File: src/rtl/core/itaf_pkg.sv
// Shared types, character codes and helpers for the integer-to-ASCII formatter.
package itaf_pkg;

    // Default width of the value being formatted
    localparam int VALUE_BITS_DEF = 32;

    // Bit positions inside the operation code
    localparam int OP_SIGNED_BIT = 0;
    localparam int OP_HEX_BIT    = 1;

    // Character codes
    localparam logic [7:0] CHAR_ZERO  = 8'h30;  // '0'
    localparam logic [7:0] CHAR_ALPHA = 8'h37;  // 'A' - 10
    localparam logic [7:0] CHAR_MINUS = 8'h2D;  // '-'

    // Sequencer states
    typedef enum logic [2:0] {
        ST_IDLE,
        ST_CONVERT,
        ST_LOAD,
        ST_SIGN,
        ST_SCAN
    } itaf_state_t;

    // Load / shift strobes for a shift-register unit
    typedef struct packed {
        logic load;
        logic shift;
    } itaf_ctl_t;

    // Emitter status toward the sequencer
    typedef struct packed {
        logic       fire;       // current digit is printed
        logic       final_pos;  // current digit is the last position
        logic [3:0] digit;      // current (most significant) digit
    } itaf_emit_stat_t;

    // One digit (0-15) to its ASCII code
    function automatic logic [7:0] digit_to_ascii(input logic [3:0] d);
        logic [7:0] code;
        if (d < 4'd10) begin
            code = CHAR_ZERO + {4'b0000, d};
        end else begin
            code = CHAR_ALPHA + {4'b0000, d};
        end
        return code;
    endfunction

endpackage

File: src/rtl/core/itaf_dabble.sv
// Bit-serial double-dabble converter: one magnitude bit shifted into the BCD word per cycle while shift is set.
module itaf_dabble
    import itaf_pkg::*;
#(
    parameter int VALUE_BITS = VALUE_BITS_DEF,
    parameter int NDIG       = 10
) (
    input  logic                   clk,
    input  itaf_ctl_t              ctl,
    input  logic [VALUE_BITS-1:0]  mag,
    output logic [VALUE_BITS-1:0]  mag_out,
    output logic [4*NDIG-1:0]      bcd_out
);

    localparam int DIG_W = 4 * NDIG;

    logic [VALUE_BITS-1:0] mag_reg;
    logic [VALUE_BITS-1:0] mag_next;
    logic [DIG_W-1:0]      bcd_reg;
    logic [DIG_W-1:0]      bcd_next;
    logic [DIG_W-1:0]      bcd_adj;

    // Add 3 to every digit of 5 or more before the shift
    always_comb
    begin
        for (int i = 0; i < NDIG; i++)
        begin
            if (bcd_reg[4*i +: 4] >= 4'd5) begin
                bcd_adj[4*i +: 4] = bcd_reg[4*i +: 4] + 4'd3;
            end else begin
                bcd_adj[4*i +: 4] = bcd_reg[4*i +: 4];
            end
        end
    end

    // Load or shift
    always_comb
    begin
        mag_next = mag_reg;
        bcd_next = bcd_reg;
        if (ctl.load) begin
            mag_next = mag;
            bcd_next = '0;
        end else if (ctl.shift) begin
            mag_next = {mag_reg[VALUE_BITS-2:0], 1'b0};
            bcd_next = {bcd_adj[DIG_W-2:0], mag_reg[VALUE_BITS-1]};
        end
    end

    // Payload registers, no reset needed
    always_ff @(posedge clk)
    begin
        mag_reg <= mag_next;
        bcd_reg <= bcd_next;
    end

    assign mag_out = mag_reg;
    assign bcd_out = bcd_reg;

endmodule

File: src/rtl/core/itaf_emit.sv
// Digit emitter: shifts digits out most significant first and suppresses leading zeros.
module itaf_emit
    import itaf_pkg::*;
#(
    parameter int NDIG = 10
) (
    input  logic              clk,
    input  logic              rst_n,
    input  itaf_ctl_t         ctl,
    input  logic [4*NDIG-1:0] digits,
    output itaf_emit_stat_t   stat
);

    localparam int DIG_W = 4 * NDIG;
    localparam int CNT_W = $clog2(NDIG + 1);

    logic [DIG_W-1:0] dig_reg;
    logic [DIG_W-1:0] dig_next;
    logic [CNT_W-1:0] cnt_reg;
    logic [CNT_W-1:0] cnt_next;
    logic             started_reg;
    logic             started_next;

    // Status of the digit at the top of the register
    always_comb
    begin
        stat.digit     = dig_reg[DIG_W-1 -: 4];
        stat.final_pos = (cnt_reg == CNT_W'(1));
        stat.fire      = started_reg || (stat.digit != 4'd0) || stat.final_pos;
    end

    // Load or shift by one digit
    always_comb
    begin
        dig_next     = dig_reg;
        cnt_next     = cnt_reg;
        started_next = started_reg;
        if (ctl.load) begin
            dig_next     = digits;
            cnt_next     = CNT_W'(NDIG);
            started_next = 1'b0;
        end else if (ctl.shift) begin
            dig_next     = {dig_reg[DIG_W-5:0], 4'b0000};
            cnt_next     = cnt_reg - CNT_W'(1);
            started_next = started_reg || stat.fire;
        end
    end

    // Control state
    always_ff @(posedge clk or negedge rst_n)
    begin
        if (!rst_n) begin
            cnt_reg     <= '0;
            started_reg <= 1'b0;
        end else begin
            cnt_reg     <= cnt_next;
            started_reg <= started_next;
        end
    end

    // Digit payload
    always_ff @(posedge clk)
    begin
        dig_reg <= dig_next;
    end

endmodule

File: src/rtl/core/int_to_ascii_formatter.sv
// Top level of the integer-to-ASCII formatter: sequencer, sign handling and output register.
//
// A transaction is taken when start is high and busy is low; the value is then
// printed as a string, one character per strobe cycle, most significant first,
// with last set on the final character. The receiver cannot stall: every strobe
// cycle carries a character that must be taken. Decimal modes first run the
// double-dabble shift steps (one bit per cycle, VALUE_BITS bits), then a load
// step, a step for a '-' if the value is negative, then a scan over all NDIG
// digit positions (10 at 32 bits), leading zeros being skipped silently.
// Hex mode skips the shift steps. busy stays high for the whole transaction
// and the next one may start on the edge where the final character goes out.
module int_to_ascii_formatter
    import itaf_pkg::*;
#(
    parameter int VALUE_BITS = VALUE_BITS_DEF
) (
    input  logic                  clk,
    input  logic                  rst_n,
    input  logic                  start,
    output logic                  busy,
    input  logic [1:0]            operation,
    input  logic [VALUE_BITS-1:0] value,
    output logic                  strobe,
    output logic [7:0]            char_code,
    output logic                  last
);

    localparam int DEC_DIGITS = (VALUE_BITS * 1233) / 4096 + 1;
    localparam int HEX_DIGITS = (VALUE_BITS + 3) / 4;
    localparam int NDIG       = (DEC_DIGITS > HEX_DIGITS) ? DEC_DIGITS : HEX_DIGITS;
    localparam int DIG_W      = 4 * NDIG;
    localparam int STEP_W     = $clog2(VALUE_BITS);

    itaf_state_t           state_reg;
    itaf_state_t           state_next;
    logic [STEP_W-1:0]     step_reg;
    logic [STEP_W-1:0]     step_next;
    logic                  hex_reg;
    logic                  hex_next;
    logic                  neg_reg;
    logic                  neg_next;
    logic                  strobe_reg;
    logic                  strobe_next;
    logic [7:0]            char_reg;
    logic [7:0]            char_next;
    logic                  last_reg;
    logic                  last_next;

    logic                  accept;
    logic                  in_neg;
    logic [VALUE_BITS-1:0] in_mag;
    logic [VALUE_BITS-1:0] dab_mag;
    logic [DIG_W-1:0]      dab_bcd;
    logic [DIG_W-1:0]      emit_src;
    itaf_ctl_t             dab_ctl;
    itaf_ctl_t             emit_ctl;
    itaf_emit_stat_t       emit_stat;

    assign accept = start && (state_reg == ST_IDLE);
    assign busy   = (state_reg != ST_IDLE);

    // Sign and magnitude of the incoming value
    assign in_neg = !operation[OP_HEX_BIT] && operation[OP_SIGNED_BIT]
                    && value[VALUE_BITS-1];
    assign in_mag = in_neg ? (~value + VALUE_BITS'(1)) : value;

    // Emitter source: raw nibbles in hex, BCD digits in decimal
    assign emit_src = hex_reg ? DIG_W'(dab_mag) : dab_bcd;

    itaf_dabble #(
        .VALUE_BITS (VALUE_BITS),
        .NDIG       (NDIG)
    ) u_dabble (
        .clk     (clk),
        .ctl     (dab_ctl),
        .mag     (in_mag),
        .mag_out (dab_mag),
        .bcd_out (dab_bcd)
    );

    itaf_emit #(
        .NDIG (NDIG)
    ) u_emit (
        .clk    (clk),
        .rst_n  (rst_n),
        .ctl    (emit_ctl),
        .digits (emit_src),
        .stat   (emit_stat)
    );

    // Next state
    always_comb
    begin
        state_next = state_reg;
        unique case (state_reg)
            ST_IDLE:
            begin
                if (start) begin
                    state_next = operation[OP_HEX_BIT] ? ST_LOAD : ST_CONVERT;
                end
            end
            ST_CONVERT:
            begin
                if (step_reg == '0) begin
                    state_next = ST_LOAD;
                end
            end
            ST_LOAD:
            begin
                state_next = neg_reg ? ST_SIGN : ST_SCAN;
            end
            ST_SIGN:
            begin
                state_next = ST_SCAN;
            end
            ST_SCAN:
            begin
                if (emit_stat.final_pos) begin
                    state_next = ST_IDLE;
                end
            end
            default:
            begin
                state_next = ST_IDLE;
            end
        endcase
    end

    // Outputs of the sequencer
    always_comb
    begin
        dab_ctl     = '0;
        emit_ctl    = '0;
        step_next   = step_reg;
        hex_next    = hex_reg;
        neg_next    = neg_reg;
        strobe_next = 1'b0;
        char_next   = char_reg;
        last_next   = last_reg;
        unique case (state_reg)
            ST_IDLE:
            begin
                if (start) begin
                    dab_ctl.load = 1'b1;
                    step_next    = STEP_W'(VALUE_BITS - 1);
                    hex_next     = operation[OP_HEX_BIT];
                    neg_next     = in_neg;
                end
            end
            ST_CONVERT:
            begin
                dab_ctl.shift = 1'b1;
                step_next     = step_reg - STEP_W'(1);
            end
            ST_LOAD:
            begin
                emit_ctl.load = 1'b1;
            end
            ST_SIGN:
            begin
                strobe_next = 1'b1;
                char_next   = CHAR_MINUS;
                last_next   = 1'b0;
            end
            ST_SCAN:
            begin
                emit_ctl.shift = 1'b1;
                strobe_next    = emit_stat.fire;
                char_next      = digit_to_ascii(emit_stat.digit);
                last_next      = emit_stat.final_pos;
            end
            default:
            begin
                strobe_next = 1'b0;
            end
        endcase
    end

    // Control registers
    always_ff @(posedge clk or negedge rst_n)
    begin
        if (!rst_n) begin
            state_reg  <= ST_IDLE;
            step_reg   <= '0;
            hex_reg    <= 1'b0;
            neg_reg    <= 1'b0;
            strobe_reg <= 1'b0;
        end else begin
            state_reg  <= state_next;
            step_reg   <= step_next;
            hex_reg    <= hex_next;
            neg_reg    <= neg_next;
            strobe_reg <= strobe_next;
        end
    end

    // Output payload
    always_ff @(posedge clk)
    begin
        char_reg <= char_next;
        last_reg <= last_next;
    end

    assign strobe    = strobe_reg;
    assign char_code = char_reg;
    assign last      = last_reg;

    // A character only goes out while a transaction is in flight
    assert property (@(posedge clk) disable iff (!rst_n)
        strobe |-> $past(busy))
        else $error("character strobe outside a transaction");

    // An accepted transaction makes the block busy
    assert property (@(posedge clk) disable iff (!rst_n)
        accept |=> busy)
        else $error("accepted transaction did not raise busy");

    // Nothing follows the final character directly
    assert property (@(posedge clk) disable iff (!rst_n)
        (strobe && last) |=> !strobe)
        else $error("character emitted right after the final one");

    // The sign cycle puts out a minus that is never the final character
    assert property (@(posedge clk) disable iff (!rst_n)
        (state_reg == ST_SIGN) |=> (strobe && (char_code == CHAR_MINUS) && !last))
        else $error("minus sign not emitted correctly");

endmodule
File: config.mk
export PLATFORM = sky130hd
export DESIGN_NAME = int_to_ascii_formatter
export DESIGN_NICKNAME = d
export VERILOG_FILES = /design/src/rtl/core/itaf_pkg.sv /design/src/rtl/core/itaf_dabble.sv /design/src/rtl/core/itaf_emit.sv /design/src/rtl/core/int_to_ascii_formatter.sv
export SDC_FILE = /design/constraint.sdc
export NUM_CORES = 1
export LEC_CHECK = 0
export ABC_AREA = 1
export BUFFER_PORTS_ARGS = -buffer_cell sky130_fd_sc_hd__buf_2
export CORE_ASPECT_RATIO = 0.5
export CORE_UTILIZATION = 55
export DETAILED_ROUTE_END_ITERATION = 10
export PLACE_DENSITY = 0.73
export SETUP_SLACK_MARGIN = 0.3
export SLEW_MARGIN = 25
export SYNTH_ARGS = -nofsm -noshare
export SYNTH_HDL_FRONTEND = slang
export SYNTH_HIERARCHICAL = 1
export SYNTH_SLANG_ARGS = --single-unit
File: constraint.sdc
create_clock -name clk -period 3 [get_ports clk]
set_clock_uncertainty 0.05 [all_clocks]
set_input_delay 0 -clock clk [delete_from_list [all_inputs] [get_ports clk]]
set_output_delay 0 -clock clk [all_outputs]
set_load 0.02 [all_outputs]
# ---- Word level (Yosys, flattened, before mapping)
# Cells that the tools add are included.
dict set report totals {
  output_inout_bits 11
  elab_cells 101
  in_bits 37
  register_bits 137
}
dict set report classes {
  addsub 15
  order_cmp 11
  muxes 37
  n_bitwise 1
  reduce_logical 17
  n_eq_ne 8
}
# cell count
set ops {}
lappend ops {{two-way mux 40 bit} 3}
lappend ops {{two-way mux 32 bit} 3}
lappend ops {{two-way mux 4 bit} 11}
lappend ops {{greater-or-equal comparator 4 x 3 -> 1 bit (second input constant)} 10}
lappend ops {{adder 4 x 2 -> 4 bit (second input constant)} 9}
lappend ops {{adder 32 x 1 -> 32 bit (second input constant)} 1}
lappend ops {{inverter 32 bit} 1}
lappend ops {{case mux 8 bit (2 select lines)} 1}
lappend ops {{two-way mux 3 bit} 5}
lappend ops {{case mux 3 bit (5 select lines)} 1}
lappend ops {{adder 6 x 4 -> 7 bit (first input constant)} 2}
lappend ops {{case mux 5 bit (2 select lines)} 1}
lappend ops {{nonzero test 2 bit} 4}
lappend ops {{two-way mux 1 bit} 7}
lappend ops {{two-way mux 7 bit} 1}
lappend ops {{equality test 3 x 2 -> 1 bit (second input constant)} 2}
lappend ops {{!= test 2 bit (second input constant)} 3}
lappend ops {{logical NOT 5 bit} 1}
lappend ops {{two-way mux 5 bit} 1}
lappend ops {{subtractor 5 x 1 -> 5 bit (second input constant)} 1}
lappend ops {{equality test 4 x 1 -> 1 bit (second input constant)} 1}
lappend ops {{less-than comparator 4 bit (second input constant)} 1}
lappend ops {{case mux 1 bit (2 select lines)} 2}
lappend ops {{AND reduction 2 bit} 2}
lappend ops {{12 further kinds} 15}

# ---- Longest topological paths before layout
dict set report depth {
  depth_word 6
  mapped_depth 12
}

# ---- Cells and area by module
# Netlist, hierarchy kept.
# module area_each_um2 cells_per_inst instances
set modules_own_cells {}
lappend modules_own_cells {itaf_dabble 3689.8 469 1}
lappend modules_own_cells {int_to_ascii_formatter 2434.8 387 1}
lappend modules_own_cells {itaf_emit 2018.2 206 1}

# ---- Worst setup path after synthesis
# Ideal clock, no wire load.
dict set report synth_timing {
  path_type {register -> register}
  start {register state_reg[0]}
  end {register u_emit.dig_reg[0], enable pin}
  path_buffers 0
  path_slack_ns 0.816
  setup_ns 0.395
  path_stages_with_launch 6
  arrival_time_ns 1.739
  path_cell_list {dfrtp_1 > nor2_2 > inv_1 > nor2_4 > nor2_4 > inv_1}
}
# item line
set synth_lines {}
lappend synth_lines {{start, declared} int_to_ascii_formatter.sv:34} ;# itaf_state_t state_reg;
lappend synth_lines {{start signal, assigned} int_to_ascii_formatter.sv:189} ;# state_reg <= state_next;
lappend synth_lines {{end signal, assigned} itaf_emit.sv:64} ;# dig_reg <= dig_next;
lappend synth_lines {{end, declared} itaf_emit.sv:17} ;# logic [DIG_W-1:0] dig_reg;

==> impl_metrics.json <==
{
  "status": "finished clean",
  "first_iter_violations": 523,
  "multi_input_area_sq_um": 3830,
  "synth_top_area_cell": "edfxtp_1",
  "cp-start-kind": "flop",
  "vias": 6877,
  "slew_viol_final": 0,
  "grt_pass1_wl_microns": 29500,
  "synth_ff_type": "edfxtp_1",
  "vdd_drop_max_uv": 498,
  "yosysWarnings": 6,
  "ant_nets": 0,
  "cts_made_buffers": 17,
  "drive_gt1_frac": 0.140,
  "setup.worst_path.end_class": "flop",
  "criticalPathCategory": "reg -> reg",
  "rsz0062_at_grt": "false",
  "fin_nets": 1180,
  "p_per_area_nw_per_um2": 864,
  "cts_buffer_depth": 2,
  "yosysMostFrequentCell": "nand2_1",
  "setup_viol": 0,
  "seq_power_share": 0.413,
  "fmax_mhz": 444,
  "avgViaCountPerCell": 5.17,
  "core_area_sq_um": 14500,
  "synth.top_cells.by_count": "nand2_1 (435), inv_1 (110), nand3_1 (81)",
  "synthDominantCellAreaShare": 0.295,
  "fillers": 1239,
  "grt-ovfl-total": 0,
  "wl_per_cell_microns": 13.6,
  "synth_area_sq_um": 8140,
  "cts_root_buffer": "clkbuf_16",
  "synth_cell_types": 36,
  "syn_nets": 1124,
  "hold_slack_ps": 5.93,
  "syn_inst": 1062,
  "drc_errors": 0,
  "ios": 48,
  "cts_tree": "yes",
  "first_global_vias": 6075,
  "tightest_slew_ps": 735,
  "hp-class": "in -> reg",
  "arrival_ps": 2240,
  "async_flop_share": 0.118,
  "start_util": 0.563,
  "combPwrFrac": 0.314,
  "hold_viol_final": 0,
  "synth_edf_count": 80,
  "timing.slew.headroom": 0.509,
  "p_total_mw": 7.98,
  "finalWeightedCongestion": 0.881,
  "ys_ff_latch": 136,
  "rows": 31,
  "clkLatencyLatePin_ps": 420,
  "antenna_cells": 0,
  "grt_start_max_net_pins": 44,
  "synth_area_leaders": "edfxtp_1 (30%), nand2_1 (20%), dfxtp_1 (9.8%)",
  "die_x_microns": 174,
  "power_switching_mw": 2.90,
  "p_sw_frac": 0.363,
  "finalCriticalPeriod_ps": 2250,
  "clkSinkCount": 136,
  "maxCapViolCount": 0,
  "drt_first_pass_iters": 5,
  "clkPwrFrac": 0.273,
  "leakage_nw": 4.43,
  "avgSynthCellArea_sq_um": 7.67,
  "fp.dieH_microns": 88.0,
  "tns_ps": 0,
  "syn_to_final_growth_pct": 13.4,
  "clk_pin_slew_ps": 60,
  "wl_microns": 18100,
  "worstPathRequired_ps": 2990,
  "period_share": 0.750,
  "intPower_mw": 5.08,
  "yosysSeqAreaShare": 0.443,
  "cp_max_fo": 35,
  "antenna_found_initial": 0,
  "cts_setup_buffers": 0,
  "dpl.hpwl_microns": 12500,
  "track_usage": 0.247,
  "register_area_sq_um": 3600,
  "die_area_sq_um": 15300,
  "htree_levels": 4,
  "port-buffer-count": 46
}
## cell usage in the layout (no fill, tap or decap), types with 7 or more instances in the layout
| cell type | count |
|---|---|
| nand2_1 | 435 |
| inv_1 | 110 |
| nand3_1 | 81 |
| edfxtp_1 | 80 |
| nor2_1 | 72 |
| o21ai_0 | 54 |
| buf_2 | 46 |
| dfxtp_1 | 40 |
| mux2_2 | 33 |
| ha_1 | 25 |
| dlygate4sd3_1 | 20 |
| clkbuf_16 | 17 |
| dfrtp_1 | 16 |
| nand3_2 | 11 |
| nor2_4 | 9 |
| o21ai_1 | 9 |
| xor2_1 | 7 |
| xnor2_1 | 7 |
| inv_6 | 7 |
| buf_4 | 7 |
## final cells by class
type	instances	share of cell area
clock buffers	17	0.0461
repair buffers	73	0.0523
inverters	117	0.0484
clock inverters	15	0.0205
well taps	198	0.0268
flip-flops and latches	136	0.390
multi-input cells	773	0.415
## worst paths after layout
check | start | to | slack, ps | cells after the start
hold reg to reg | u_emit/cnt_reg[3] | u_emit/cnt_reg[3] | 430 | 2
hold / removal | value[14] | u_dabble/mag_out[14] | 6 | 4
max in group asynchronous | rst_n | state_reg[0] | 1230 | 4
setup / recovery | state_reg[2] | u_dabble/mag_out[30] | 750 | 5
min in group asynchronous | rst_n | neg_reg | 400 | 3
setup reg to reg | state_reg[2] | u_dabble/mag_out[30] | 750 | 5
## cells by family (layout without fill, tap and decap cells)
family	Yosys count	count (layout)	share of synthesized area
buf+inv	153	222	0.0868
mux	33	33	0.0456
flops	136	136	0.443
compound gates	73	73	0.0464
xor+xnor	14	14	0.0151
fa+ha+maj	25	25	0.0384
simple gates	627	627	0.325
other cells	1	1	0.000461
## timing repair
item,4_1_cts,5_1_grt
hold endpoints to repair,35,0
resized for setup,0,0
endpoints found under the setup margin,0,0
hold buffers,20,0
## through the flow
stage | utilization | instance area (sq um) | setup WS, ps | instances
final | 0.638 | 9230 | 749 | 1329
after global routing | 0.638 | 9230 | 545 | 1329
after CTS | 0.638 | 9230 | 761 | 1329
after detailed placement | 0.582 | 8420 | 765 | 1277
after global placement | 0.582 | 8420 | 817 | 1277
after floorplan | - | 8140 | 816 | 1062
## worst max-delay path, stage by stage, from the launching register on
cell     delay (ps)
dfrtp_1         410
inv_1           140
nand2_2         130
nor2_4           50
nor2_4          560
inv_2           510
## power by group through the flow
stage          combinational (mW)  clock, mW  sequential (mW)
5_1_grt                      2.82       2.29             3.35
2_1_floorplan                2.00          0             3.18
6_report                     2.50       2.18             3.30
4_1_cts                      2.51       2.21             3.28
3_3_place_gp                 2.41          0             3.30
3_5_place_dp                 2.47          0             3.31
## metal layers
layer  track usage  share of wire  wire [microns]
met2         0.397           0.45            8080
met4        0.0638         0.0065             118
met5             0              0               0
met3        0.0404          0.064            1160
met1         0.350           0.48            8690
Power figures use the tool's default switching activity.
